**config.mk**
```make
export PLATFORM = sky130hd
export DESIGN_NAME = centered_binomial_sampler
export DESIGN_NICKNAME = d
export VERILOG_FILES = /design/src/hw/rtl/cbs_pkg.sv /design/src/hw/rtl/cbs_front.sv /design/src/hw/rtl/cbs_queue.sv /design/src/hw/rtl/cbs_back.sv /design/src/hw/rtl/centered_binomial_sampler.sv
export SDC_FILE = /design/constraint.sdc
export NUM_CORES = 1
export LEC_CHECK = 0
export BUFFER_PORTS_ARGS = -buffer_cell sky130_fd_sc_hd__clkbuf_2
export CAP_MARGIN = 30
export CORE_ASPECT_RATIO = 0.7
export CORE_MARGIN = 3
export CORE_UTILIZATION = 35
export CTS_CLUSTER_SIZE = 25
export DETAILED_ROUTE_END_ITERATION = 10
export PLACE_DENSITY = 0.64
export SYNTH_ARGS = -nofsm -noshare
export SYNTH_HDL_FRONTEND = slang
export SYNTH_SLANG_ARGS = --single-unit
export TNS_END_PERCENT = 10
```
**constraint.sdc**
```tcl
create_clock -name aclk -period 3.7 [get_ports aclk]
set_input_delay 0.185 -clock aclk [delete_from_list [all_inputs] [get_ports aclk]]
set_output_delay 0.185 -clock aclk [all_outputs]
set_load 0.02 [all_outputs]
```
**src/hw/rtl/cbs_pkg.sv**
```systemverilog
// Shared types, constants and functions for the centered binomial sampler.
package cbs_pkg;

    // Coefficients per polynomial and the width of the position counter.
    localparam int POLY_LENGTH = 256;
    localparam int CNT_W       = $clog2(POLY_LENGTH);

    // Field widths.
    localparam int BYTE_W  = 8;
    localparam int COEFF_W = 4;
    localparam int INDEX_W = 8;

    // Bit gathering: at most eleven bits are ever held between bytes.
    localparam int BUF_W   = 11;
    localparam int BCNT_W  = 4;
    localparam int WORD_W  = 12;
    localparam int BITS_W  = BUF_W + BYTE_W;
    localparam int TOTAL_W = 5;

    // Group sizes for the two modes.
    localparam logic [TOTAL_W-1:0] GROUP_ETA6 = TOTAL_W'(12);
    localparam logic [TOTAL_W-1:0] GROUP_ETA5 = TOTAL_W'(10);

    // Mode register codes.
    localparam logic MODE_ETA6 = 1'b0;
    localparam logic MODE_ETA5 = 1'b1;

    // Depth of the queue between front and back (a power of two).
    localparam int QUEUE_DEPTH = 2;
    localparam int QPTR_W      = $clog2(QUEUE_DEPTH);
    localparam int QCNT_W      = $clog2(QUEUE_DEPTH + 1);

    // One completed bit group on its way to the back end.
    typedef struct packed {
        logic [WORD_W-1:0]  word;
        logic               eta5;
        logic [INDEX_W-1:0] index;
        logic               last;
    } cbs_item_t;

    // Number of set bits in a six-bit value.
    function automatic logic [2:0] popcount6(input logic [5:0] v);
        logic [2:0] n;
        n = 3'd0;
        for (int i = 0; i < 6; i++) begin
            n = n + 3'(v[i]);
        end
        return n;
    endfunction

endpackage

```
**src/hw/rtl/cbs_front.sv**
```systemverilog
// Front end: gathers random bytes into bit groups and numbers the coefficients.
module cbs_front
    import cbs_pkg::*;
(
    input  logic                 aclk,
    input  logic                 aresetn,
    input  logic                 eta_mode,
    input  logic                 in_valid,
    output logic                 in_ready,
    input  logic [BYTE_W-1:0]    in_byte,
    output logic                 push,
    output cbs_item_t            push_item,
    input  logic                 queue_full
);

    logic [BUF_W-1:0]   buf_reg, buf_next;
    logic [BCNT_W-1:0]  bcnt_reg, bcnt_next;
    logic [CNT_W-1:0]   coeff_cnt_reg, coeff_cnt_next;

    logic [BITS_W-1:0]  bits;
    logic [BITS_W-1:0]  shifted;
    logic [TOTAL_W-1:0] total;
    logic [TOTAL_W-1:0] group;
    logic [TOTAL_W-1:0] remain;
    logic [31:0]        cnt_ext;
    logic               eta5;
    logic               group_done;
    logic               last;
    logic               accept;

    assign eta5       = (eta_mode == MODE_ETA5);
    assign in_ready   = !queue_full;
    assign accept     = in_valid && in_ready;

    // New byte sits directly above the bits already held.
    assign bits       = BITS_W'(buf_reg) | (BITS_W'(in_byte) << bcnt_reg);
    assign total      = TOTAL_W'(bcnt_reg) + TOTAL_W'(BYTE_W);
    assign group      = eta5 ? GROUP_ETA5 : GROUP_ETA6;
    assign group_done = (total >= group);
    assign remain     = total - group;
    assign shifted    = eta5 ? (bits >> 10) : (bits >> 12);

    assign cnt_ext    = 32'(coeff_cnt_reg);
    assign last       = (coeff_cnt_reg == CNT_W'(POLY_LENGTH - 1));

    assign push            = accept && group_done;
    assign push_item.word  = eta5 ? {2'b00, bits[9:0]} : bits[WORD_W-1:0];
    assign push_item.eta5  = eta5;
    assign push_item.index = cnt_ext[INDEX_W-1:0];
    assign push_item.last  = last;

    always_comb begin
        buf_next       = buf_reg;
        bcnt_next      = bcnt_reg;
        coeff_cnt_next = coeff_cnt_reg;
        if (accept) begin
            if (!group_done) begin
                buf_next  = bits[BUF_W-1:0];
                bcnt_next = total[BCNT_W-1:0];
            end else if (last) begin
                // Every polynomial starts on a byte boundary.
                buf_next       = '0;
                bcnt_next      = '0;
                coeff_cnt_next = '0;
            end else begin
                buf_next       = shifted[BUF_W-1:0];
                bcnt_next      = remain[BCNT_W-1:0];
                coeff_cnt_next = coeff_cnt_reg + CNT_W'(1);
            end
        end
    end

    always_ff @(posedge aclk) begin
        if (!aresetn) begin
            buf_reg       <= '0;
            bcnt_reg      <= '0;
            coeff_cnt_reg <= '0;
        end else begin
            buf_reg       <= buf_next;
            bcnt_reg      <= bcnt_next;
            coeff_cnt_reg <= coeff_cnt_next;
        end
    end

`ifndef ASSERT_OFF
    a_bcnt_bound: assert property (@(posedge aclk) disable iff (!aresetn)
        bcnt_reg <= BCNT_W'(BUF_W))
        else $error("front holds more bits than the buffer can keep");

    a_last_clears: assert property (@(posedge aclk) disable iff (!aresetn)
        (push && push_item.last) |=> (bcnt_reg == '0 && coeff_cnt_reg == '0))
        else $error("bit buffer not cleared after last coefficient");
`endif

endmodule

```
**src/hw/rtl/cbs_queue.sv**
```systemverilog
// Short register queue between the front end and the back end.
module cbs_queue
    import cbs_pkg::*;
(
    input  logic      aclk,
    input  logic      aresetn,
    input  logic      push,
    input  cbs_item_t push_item,
    output logic      full,
    output logic      pop_valid,
    input  logic      pop,
    output cbs_item_t pop_item
);

    cbs_item_t         entry_reg [QUEUE_DEPTH];
    logic [QPTR_W-1:0] wr_ptr_reg, wr_ptr_next;
    logic [QPTR_W-1:0] rd_ptr_reg, rd_ptr_next;
    logic [QCNT_W-1:0] count_reg, count_next;

    assign full      = (count_reg == QCNT_W'(QUEUE_DEPTH));
    assign pop_valid = (count_reg != '0);
    assign pop_item  = entry_reg[rd_ptr_reg];

    always_comb begin
        wr_ptr_next = push ? wr_ptr_reg + QPTR_W'(1) : wr_ptr_reg;
        rd_ptr_next = pop  ? rd_ptr_reg + QPTR_W'(1) : rd_ptr_reg;
        count_next  = count_reg + QCNT_W'(push) - QCNT_W'(pop);
    end

    always_ff @(posedge aclk) begin
        if (push) begin
            entry_reg[wr_ptr_reg] <= push_item;
        end
    end

    always_ff @(posedge aclk) begin
        if (!aresetn) begin
            wr_ptr_reg <= '0;
            rd_ptr_reg <= '0;
            count_reg  <= '0;
        end else begin
            wr_ptr_reg <= wr_ptr_next;
            rd_ptr_reg <= rd_ptr_next;
            count_reg  <= count_next;
        end
    end

`ifndef ASSERT_OFF
    a_no_overflow: assert property (@(posedge aclk) disable iff (!aresetn)
        push |-> !full)
        else $error("queue written while full");

    a_no_underflow: assert property (@(posedge aclk) disable iff (!aresetn)
        pop |-> pop_valid)
        else $error("queue read while empty");
`endif

endmodule

```
**src/hw/rtl/cbs_back.sv**
```systemverilog
// Back end: popcount difference of each bit group into the output register.
module cbs_back
    import cbs_pkg::*;
(
    input  logic                      aclk,
    input  logic                      aresetn,
    input  logic                      item_valid,
    output logic                      item_pop,
    input  cbs_item_t                 item,
    output logic                      out_valid,
    input  logic                      out_ready,
    output logic signed [COEFF_W-1:0] out_coefficient,
    output logic [INDEX_W-1:0]        out_index,
    output logic                      out_last
);

    logic                      valid_reg, valid_next;
    logic signed [COEFF_W-1:0] coeff_reg;
    logic [INDEX_W-1:0]        index_reg;
    logic                      last_reg;

    logic [5:0]         low_half;
    logic [5:0]         high_half;
    logic [COEFF_W-1:0] diff;

    assign item_pop = item_valid && (!valid_reg || out_ready);

    assign low_half  = item.eta5 ? {1'b0, item.word[4:0]} : item.word[5:0];
    assign high_half = item.eta5 ? {1'b0, item.word[9:5]} : item.word[11:6];
    assign diff      = COEFF_W'(popcount6(low_half)) - COEFF_W'(popcount6(high_half));

    always_comb begin
        valid_next = valid_reg;
        if (item_pop) begin
            valid_next = 1'b1;
        end else if (out_ready) begin
            valid_next = 1'b0;
        end
    end

    always_ff @(posedge aclk) begin
        if (item_pop) begin
            coeff_reg <= signed'(diff);
            index_reg <= item.index;
            last_reg  <= item.last;
        end
    end

    always_ff @(posedge aclk) begin
        if (!aresetn) begin
            valid_reg <= 1'b0;
        end else begin
            valid_reg <= valid_next;
        end
    end

    assign out_valid       = valid_reg;
    assign out_coefficient = coeff_reg;
    assign out_index       = index_reg;
    assign out_last        = last_reg;

`ifndef ASSERT_OFF
    a_last_index: assert property (@(posedge aclk) disable iff (!aresetn)
        (valid_reg && last_reg) |-> (index_reg == INDEX_W'(POLY_LENGTH - 1)))
        else $error("last coefficient carries the wrong position");

    a_coeff_range: assert property (@(posedge aclk) disable iff (!aresetn)
        valid_reg |-> (coeff_reg >= -4'sd6 && coeff_reg <= 4'sd6))
        else $error("coefficient outside the binomial range");
`endif

endmodule

```
**src/hw/rtl/centered_binomial_sampler.sv**
```systemverilog
// Top level of the centered binomial sampler: front end, queue and back end.
// A byte that completes a bit group passes through the queue and the back-end output register to m_*.
// Throughput: one random byte per cycle; the front end stalls only when the queue is full.
// Each accepted byte yields at most one coefficient, so the back end keeps pace while m_ready is high.
// Reset (aresetn low at a clock edge) empties the queue, the output and the bit buffer,
// zeroes the coefficient counter and selects eta 6.
module centered_binomial_sampler
    import cbs_pkg::*;
(
    input  logic                      aclk,
    input  logic                      aresetn,

    // Mode register write channel.
    input  logic                      cfg_valid,
    output logic                      cfg_ready,
    input  logic                      cfg_eta_mode,

    // Random byte input, one byte a beat.
    input  logic                      s_valid,
    output logic                      s_ready,
    input  logic [BYTE_W-1:0]         s_random_byte,

    // Coefficient output, one coefficient a beat.
    output logic                      m_valid,
    input  logic                      m_ready,
    output logic signed [COEFF_W-1:0] m_coefficient,
    output logic [INDEX_W-1:0]        m_coeff_index,
    output logic                      m_last_coeff
);

    logic      eta_mode_reg;
    logic      push;
    logic      queue_full;
    logic      queue_valid;
    logic      queue_pop;
    cbs_item_t push_item;
    cbs_item_t queue_item;

    // The mode register is always ready. A change must be made only while the block
    // is idle; the block does not enforce this. The front end reads the current value
    // as each group completes; the mode then travels with the group to the back end.
    assign cfg_ready = 1'b1;

    always_ff @(posedge aclk) begin
        if (!aresetn) begin
            eta_mode_reg <= MODE_ETA6;
        end else if (cfg_valid && cfg_ready) begin
            eta_mode_reg <= cfg_eta_mode;
        end
    end

    // The front end appends each byte above the held bits and, once a full
    // group of twelve or ten bits is present, hands it to the queue together
    // with its position in the polynomial and the last-coefficient flag.
    cbs_front u_front (
        .aclk       (aclk),
        .aresetn    (aresetn),
        .eta_mode   (eta_mode_reg),
        .in_valid   (s_valid),
        .in_ready   (s_ready),
        .in_byte    (s_random_byte),
        .push       (push),
        .push_item  (push_item),
        .queue_full (queue_full)
    );

    // The queue decouples the two halves so that a stall on the output does
    // not stop bytes from being gathered until it has filled.
    cbs_queue u_queue (
        .aclk      (aclk),
        .aresetn   (aresetn),
        .push      (push),
        .push_item (push_item),
        .full      (queue_full),
        .pop_valid (queue_valid),
        .pop       (queue_pop),
        .pop_item  (queue_item)
    );

    // The back end forms the popcount difference and holds the result in the
    // output register until the downstream beat completes.
    cbs_back u_back (
        .aclk            (aclk),
        .aresetn         (aresetn),
        .item_valid      (queue_valid),
        .item_pop        (queue_pop),
        .item            (queue_item),
        .out_valid       (m_valid),
        .out_ready       (m_ready),
        .out_coefficient (m_coefficient),
        .out_index       (m_coeff_index),
        .out_last        (m_last_coeff)
    );

endmodule
```
## Word level (Yosys, flattened, before mapping)

Memories as Yosys holds them, arrays and structs flattened. A register that Yosys moved wholly into a read port is not among the register bits.
Index checks and enable logic that the tools add are counted.

- Memories kept: 1
- Bits in writable memories: 44
- Logic and storage cells: 60
- Register bits: 42
- Input bits: 14

Memories:

| name | depth | bits a word | rd ports | clocked after Yosys merged registers in | wr ports | RTL line | RTL |
|---|---|---|---|---|---|---|---|
| u_queue.entry_reg | 2 | 22 | 1 | 1 | 1 | cbs_queue.sv:15 | `cbs_item_t entry_reg [QUEUE_DEPTH];` |

- Bitwise logic cells: 1
- Reductions and logical operators: 9
- $add $sub $neg: 18
- Shift-type cells: 1
- Equality and inequality tests: 2
- Multiplexer cells: 16
- $lt $le $gt $ge: 1

Operators with widths:

| operator | number |
|---|---|
| $add 3x1->3 | 8 |
| $mux 11 | 2 |
| $or 11x19->19 | 1 |
| $shl 8x4->19 | 1 |
| $mux 12 | 1 |
| $mux 6 | 2 |
| $mux 9 | 1 |
| $add 8x1->8 const B | 1 |
| $eq 8x8->1 const B | 1 |
| $mux 4 | 2 |
| $mux 8 | 1 |
| $mux 1 | 6 |
| $add 4x4->5 const B | 1 |
| $ge 5x4->1 | 1 |
| $add 1x1->2 | 2 |
| $reduce_bool 2->1 | 2 |
| $sub 3x3->4 | 1 |
| $sub 4x4->4 | 1 |
| $logic_and 1x1->1 | 3 |
| $mux 3 | 1 |
| $add 1x1->1 const B | 2 |
| $add 2x1->2 | 1 |
| $eq 2x2->1 const B | 1 |
| $logic_not 1->1 | 2 |
| 3 further kinds | 3 |

## Longest topological paths before layout

Gate-level depths: netlist of the first run.

- Depth after elaboration: 7
- Mapped depth: 14
- Depth with buffers taken out: 12

## Hierarchy

From an unflattened synthesis of the first run, not the netlist that was laid out.

- Cells, all modules: 336
- Area, all modules: 4195.3 sq um

Modules (own cells, without submodules):

| module | cells an instance | area an instance (sq um) | times used |
|---|---|---|---|
| cbs_queue | 89 | 1819.2 | 1 |
| cbs_front | 193 | 1571.5 | 1 |
| cbs_back | 49 | 757.0 | 1 |
| centered_binomial_sampler | 5 | 47.5 | 1 |

## Worst setup path after synthesis of the first run

No wires, ideal clock.

- Path kind: register to register
- Start point: register (tool-made name)
- End point: register u_back.coeff_reg[2], in the netlist u_back.out_coefficient[2], data pin
- Period minus slack after synthesis: 3.921 ns
- Stages on the path, launching flop included: 11
- Arrival time: 3.663 ns
- Setup time: 0.258 ns
- Data required time: 3.442 ns
- Slack: -0.221 ns
- Path through: dfxtp_1 clkbuf_1 clkbuf_1 mux2_2 ha_1 fa_1 inv_1 fa_1 fa_1 fa_1 xnor2_1

RTL lines:

| element | RTL line | RTL |
|---|---|---|
| end signal: assignment | cbs_back.sv:43 | `coeff_reg <= signed'(diff);` |
| end: declaration | cbs_back.sv:18 | `logic signed [COEFF_W-1:0] coeff_reg;` |

==> results of run 1 <==
-- tightest hold or removal path, stage by stage --
cell	delay [ps]
clkbuf_2	80
mux2i_1	60
nor2_1	70
-- logic make-up after synthesis --
family	count (synthesis)
AOI/OAI and AO/OA	75
xor gates and xnor gates	5
and+or+nand+nor	82
buffers and inverters	46
other	1
adders and majority gates	19
DFF	86
muxes	39
-- power by group --
group          total, uW  internal, uW  switching [uW]
Clock                987           601             386
Combinational       2040           885            1160
Sequential          1560          1430             126
-- placed cells by master (no fill, tap or decap), types with 4 or more instances in the layout --
master | Yosys | final
clkbuf_16 | 0 | 9
nor2_1 | 19 | 19
clkbuf_2 | 1 | 28
a21o_1 | 7 | 7
nor2b_1 | 8 | 7
mux2i_1 | 14 | 14
inv_1 | 24 | 24
ha_1 | 11 | 11
o21ai_0 | 11 | 11
edfxtp_1 | 57 | 57
nand3_1 | 5 | 5
fa_1 | 8 | 6
dfxtp_1 | 29 | 29
mux2_2 | 20 | 20
buf_4 | 1 | 12
a21oi_1 | 21 | 21
and4b_1 | 4 | 4
a31oi_1 | 6 | 6
a211oi_1 | 6 | 4
nand2_1 | 14 | 14
or3_1 | 7 | 7
nor3_1 | 4 | 4
and2_1 | 4 | 4
and3_1 | 4 | 4
-- worst max path at each step --
| stage | startpoint | endpoint | slack, ps |
|---|---|---|---|
| finish | u_queue.entry_reg[0][9]$_DFFE_PP_ | u_back.out_coefficient[1]$_DFFE_PP_ | 200 |
| global route | u_queue.entry_reg[0][9]$_DFFE_PP_ | u_back.out_coefficient[1]$_DFFE_PP_ | 50 |
| CTS | u_queue.entry_reg[0][9]$_DFFE_PP_ | u_back.out_coefficient[2]$_DFFE_PP_ | 140 |
| detailed placement | u_queue.entry_reg[0][9]$_DFFE_PP_ | u_back.out_coefficient[2]$_DFFE_PP_ | 160 |
| global placement | u_queue.entry_reg[0][9]$_DFFE_PP_ | u_back.out_coefficient[2]$_DFFE_PP_ | 180 |
| floorplan | flop | u_back.out_coefficient[2]$_DFFE_PP_ | 20 |
-- what timing repair did --
item	4_1_cts	5_1_grt
resized for setup	0	5
endpoints found under the hold margin	0	0
setup endpoints to repair	0	2
setup buffers	0	3
-- metrics by stage --
| stage | util [%] | cells | setup WS (ps) | instance area (um^2) |
|---|---|---|---|---|
| 2_1_floorplan | - | 353 | 23.0 | 4260 |
| 3_3_place_gp | 38.7 | 527 | 184 | 4570 |
| 3_5_place_dp | 38.7 | 527 | 156 | 4570 |
| 4_1_cts | 41.4 | 543 | 141 | 4890 |
| 5_1_grt | 41.8 | 546 | 48.6 | 4930 |
| 6_report | 41.8 | 546 | 196 | 4930 |
-- final cells by class --
cell class                      count  share of cell area, %
Clock buffer                        9                   4.56
Clock inverter                      7                   2.05
Sequential cell                    86                   46.5
Timing Repair Buffer               40                   4.67
Multi-Input combinational cell    221                   36.3
Tap cell                          157                   3.98
Inverter                           26                   1.98
-- per-layer routing --
metal	share of wire [%]	wire length, um	GRT usage, %	vias to the layer above
li1	-	-	-	1367
met1	52	4630	20.9	1378
met2	41	3640	17.8	82
met3	5.4	474	4.53	10
met4	1.0	89	4.40	0
met5	0	0	0	-
==> metrics.txt, run 1 <==
Yosys reg bits=86; worst-path cell chain=nor2b_1 > a211oi_2 > a21oi_1 > ha_1 > fa_1 > inv_1 > fa_2 > fa_1 > inv_1 > fa_2 > inv_1; die area=about 0.014 mm^2; library cells used by synthesis=59; VDD IR max=between 0.7 and 0.8 mV; Reg2Reg Depth=11; clk buf depth=2; initial antenna violation count=0; # rows=33; register area share after synthesis=53.8%; clock sink count=86; Post-Synth XOR/XNOR Area=1.03%; 1st-pass router iterations=4; register area=0.00229 mm^2; Leak=0.00193 uW; Max Cap Viol=0; Final Hold Vio Count=0; CP Depth=11; Synth warnings=0; Netlist Area Pre-Place=0.00426 mm^2; Post-Route WL=8840 um; setup TNS=0 ps; Crit Path Category=flop to flop; FMAX=about 0.29 GHz; fill cell count=approximately 1,100; total number of vias=2,837; Hold Crit Depth=3; family with the most delay on the worst path=adder cells; Mapped Cells=353; die span in y=about 98 um; clk slew on worst S/H paths=60 ps; Worst Path Buf+Inv=3; CP Launch Type=flop; Synth Area in Simple Gates=10.8%; Total Power=roughly 4600 uW; multiplexer area fraction after synthesis=10.7%; Initial Utilization=36.1%; worst-path maximum fanout=7; RR Startpoint=u_queue.entry_reg[0][9]$_DFFE_PP_; TritonCTS clock tree=yes; Pwr Density=between 900 and 1000 mW/mm^2; Worst-Skew Late Latency=340 ps; status=finished clean; skew final=6.69 ps; DRC Markers=0; Worst setup EP type=flop; Critical Path Most Common Cell=inv_1; vias in the first global route=2,718; layout cells sized above 1=22.9%; nets@finish=approximately 420; top cells by area in the synthesized netlist=edfxtp_1, dfxtp_1, mux2_2; adder-cell share of the synthesized area=6.99%; post-synth top area share=between 40% and 50%; CORE AREA=approximately 0.012 mm^2; CTS buffer count=9; area occupied by multi-input gates=between 0.0015 and 0.002 mm^2; HPWL after DPL=5950 um; max incr delay on CP=530 ps; CP max-delay cell=fa_1; H-Tree Depth=3; ys async rst share=0%; Main synth FF type=edfxtp_1; worst reg2reg setup slack=200 ps; final worst path period need=3500 ps; RD Place Congestion=0.891; Slew HR=around 44%; GRT overflow=0; top-count cell post-synth=edfxtp_1; reg2reg end=u_back.out_coefficient[1]$_DFFE_PP_; Hold EP=eta_mode_reg$_SDFFE_PN0P_; post-synth top area cell=edfxtp_1; # IOs=30; Largest register FFs=44; Compound-Gate Fraction of Synth Area=12.0%; Final Cycle Share=between 90 and 100%; Mapped Avg Cell Area=roughly 12 um^2; Port Buffer Count=28; synth cell count leaders=edfxtp_1, dfxtp_1, inv_1; Critical Path RT=3800 ps; hold crit path type=input pin to flop; drt wl/cell=16.2 um; total track usage=13.6%; hold buffer count at cts=0; Final Slew Violations=0; Die X=138 um; synthesis-to-layout area growth=15.8%; Root Driver=clkbuf_16; final setup vio count=0; RSZ-0062 raised after global routing=no; Detailed Route Iter0 Violations=239; pin count of the biggest net entering global routing=26; Fin Hold WS=89.0 ps; largest family of logic cells by synthesized area=compound AO/OA/AOI/OAI gates; ANT cells=0; worst slew pin tran=~830 ps; first-pass GRT wire length=14,200 um; Via density=5.20; Final ANT Viol Nets=0; Hold Path Origin=cfg_eta_mode; Post-Syn Nets=386; Post-synth EDFFs=57; worst path arrival time=roughly 3600 ps
Note: power is estimated with default switching activity, not from simulation.
==> run 2: changes to the inputs <==
--- a/config.mk
+++ b/config.mk
@@ -12,7 +12,7 @@
 export CORE_UTILIZATION = 35
 export CTS_CLUSTER_SIZE = 25
 export DETAILED_ROUTE_END_ITERATION = 10
-export PLACE_DENSITY = 0.64
+export PLACE_DENSITY = 0.49
 export SYNTH_ARGS = -nofsm -noshare
 export SYNTH_HDL_FRONTEND = slang
 export SYNTH_SLANG_ARGS = --single-unit
==> run 2 against run 1 <==
Against the previous run:
- worst hold slack is essentially flat
- clock skew is essentially flat
- die area is the same
- via count down 1.1%
- power down 3.5%
- core utilization shrank 0.32 points
- first-iteration DRC count decreased by 22%
- sequential share of layout area is 0.36 points higher
- count of clock-buffer cells in the layout is 1 higher
- largest power group unchanged
==> metrics.txt, run 2 (synthesized netlist as in run 1, its figures left out) <==
status=finished clean; RR Startpoint=u_queue.entry_reg[0][17]$_DFFE_PP_; CP Launch Type=flop; # rows=33; FMAX=0.283 GHz; pin count of the biggest net entering global routing=23; leading cell types in the layout, fill and taps excluded=edfxtp_1, dfxtp_1, clkbuf_2, inv_1, a21oi_1; TritonCTS clock tree=yes; crit path capture=u_back.out_coefficient[1]$_DFFE_PP_; HPWL after DPL=around 6200 um; Critical Path Most Common Cell=fa_1; RSZ-0062 raised after global routing=no; Die X=138 um; die span in y=98.3 um; 1st-pass router iterations=4; Max Cap Viol=0; first-pass GRT wire length=approximately 14,000 um; H-Tree Depth=3; max incr delay on CP=530 ps; CORE AREA=0.0118 mm^2; Slew HR=roughly half; VDD IR max=0.985 mV; hold crit path type=input pin to flop; cell total after placement=about 530; Via density=5.12; total track usage=a little over an eighth; skew final=6.44 ps; final cell count without fillers=548; worst-path cell chain=nor2b_1 > a211oi_1 > a21oi_1 > ha_1 > fa_1 > inv_1 > fa_1 > fa_1 > inv_1 > fa_1 > inv_1; Reg2Reg Depth=11; Port Buffer Count=28; die area=0.0136 mm^2; # IOs=30; worst slew pin tran=approximately 740 ps; CP Depth=11; Largest register FFs=44; Crit Path Category=flop to flop; Leak=0.00191 uW; Pwr Density=904 mW/mm^2; Initial Utilization=36.1%; GRT overflow=0; reg2reg end=u_back.out_coefficient[1]$_DFFE_PP_; Setup crit start=u_queue.entry_reg[0][17]$_DFFE_PP_; dpl ws=150 ps; Critical Path RT=3800 ps; drt wl/cell=15.8 um; worst path arrival time=3640 ps; clock sink count=86; Finished Cell Area=about 0.0049 mm^2; Final Worst Setup Slack=161 ps; family with the most delay on the worst path=adder cells; placement-stage cell area=0.00460 mm^2; Worst Path Buf+Inv=3; Final Cycle Share=around 96%; Post-Route WL=8680 um; clk buf depth=2; Worst setup EP type=flop; total number of vias=between 2,000 and 3,000; final setup vio count=0; initial antenna violation count=0; Worst-Skew Late Latency=about 340 ps; vias in the first global route=2,606; final worst path period need=around 3500 ps; Final Slew Violations=0; CP max-delay cell=fa_1; setup TNS=0 ps; DRC Markers=0; hold buffer count at cts=0; worst reg2reg setup slack=160 ps; synthesis-to-layout area growth=14.9%; RD Place Congestion=around 0.76; Detailed Route Iter0 Violations=187; layout cells sized above 1=21.7%; worst-path maximum fanout=2; ANT cells=0; CTS buffer count=9; Final Hold Vio Count=0; nets@finish=419; clk slew on worst S/H paths=60 ps; Final ANT Viol Nets=0; most common cell after layout, fill and taps aside=edfxtp_1; Root Driver=clkbuf_16; Fin Hold WS=88.7 ps
==> run 2: power breakdown <==
group	switching, uW	total [uW]	internal (uW)
logic	1120	1990	870
clock network	361	882	521
registers	124	1560	1430
==> run 2: final cells by class <==
type / count / area (um^2)
fill: 1157 / 6910
sequential: 86 / 2290
multi-input combinational: 221 / 1780
timing repair buffer: 42 / 243
clock buffer: 10 / 229
tap: 157 / 196
inverter: 26 / 97.6
clock inverter: 6 / 62.6
==> run 2: what timing repair did <==
item,4_1_cts,5_1_grt
resized for setup,0,0
endpoints found under the hold margin,0,0
endpoints found under the setup margin,0,2
setup buffers,0,1
==> run 2: routing by layer <==
layer	routed length [um]	track usage [%]	vias up
met4	87	4.10	0
met1	4640	21.5	1363
met3	433	4.12	11
met5	0	0	-
met2	3530	17.7	54
li1	-	-	1377
==> run 2: how the worst min path moves through the flow <==
stage / depth (start not counted) / endpoint / slack [ps] / from
final: 3 / eta_mode_reg$_SDFFE_PN0P_ / 90 / cfg_eta_mode
after floorplan: 2 / eta_mode_reg$_SDFFE_PN0P_ / 330 / cfg_eta_mode
after global routing: 3 / eta_mode_reg$_SDFFE_PN0P_ / 100 / cfg_eta_mode
after global placement: 3 / eta_mode_reg$_SDFFE_PN0P_ / 420 / cfg_eta_mode
after CTS: 3 / eta_mode_reg$_SDFFE_PN0P_ / 80 / cfg_eta_mode
after detailed placement: 3 / eta_mode_reg$_SDFFE_PN0P_ / 440 / cfg_eta_mode
==> run 2: worst register-to-register path, stage by stage (launching register included) <==
cell,delay [ps]
edfxtp_1,400
nor2b_1,160
a211oi_1,240
a21oi_1,70
ha_1,310
fa_1,540
inv_1,50
fa_1,420
fa_1,510
inv_1,60
fa_1,500
inv_1,40
==> run 2: stage by stage <==
step,util [%],total power (uW)
6_report,41.5,4430
3_5_place_dp,39.0,3590
2_1_floorplan,-,3090
5_1_grt,41.5,4840
3_3_place_gp,39.0,3560
4_1_cts,41.4,4490
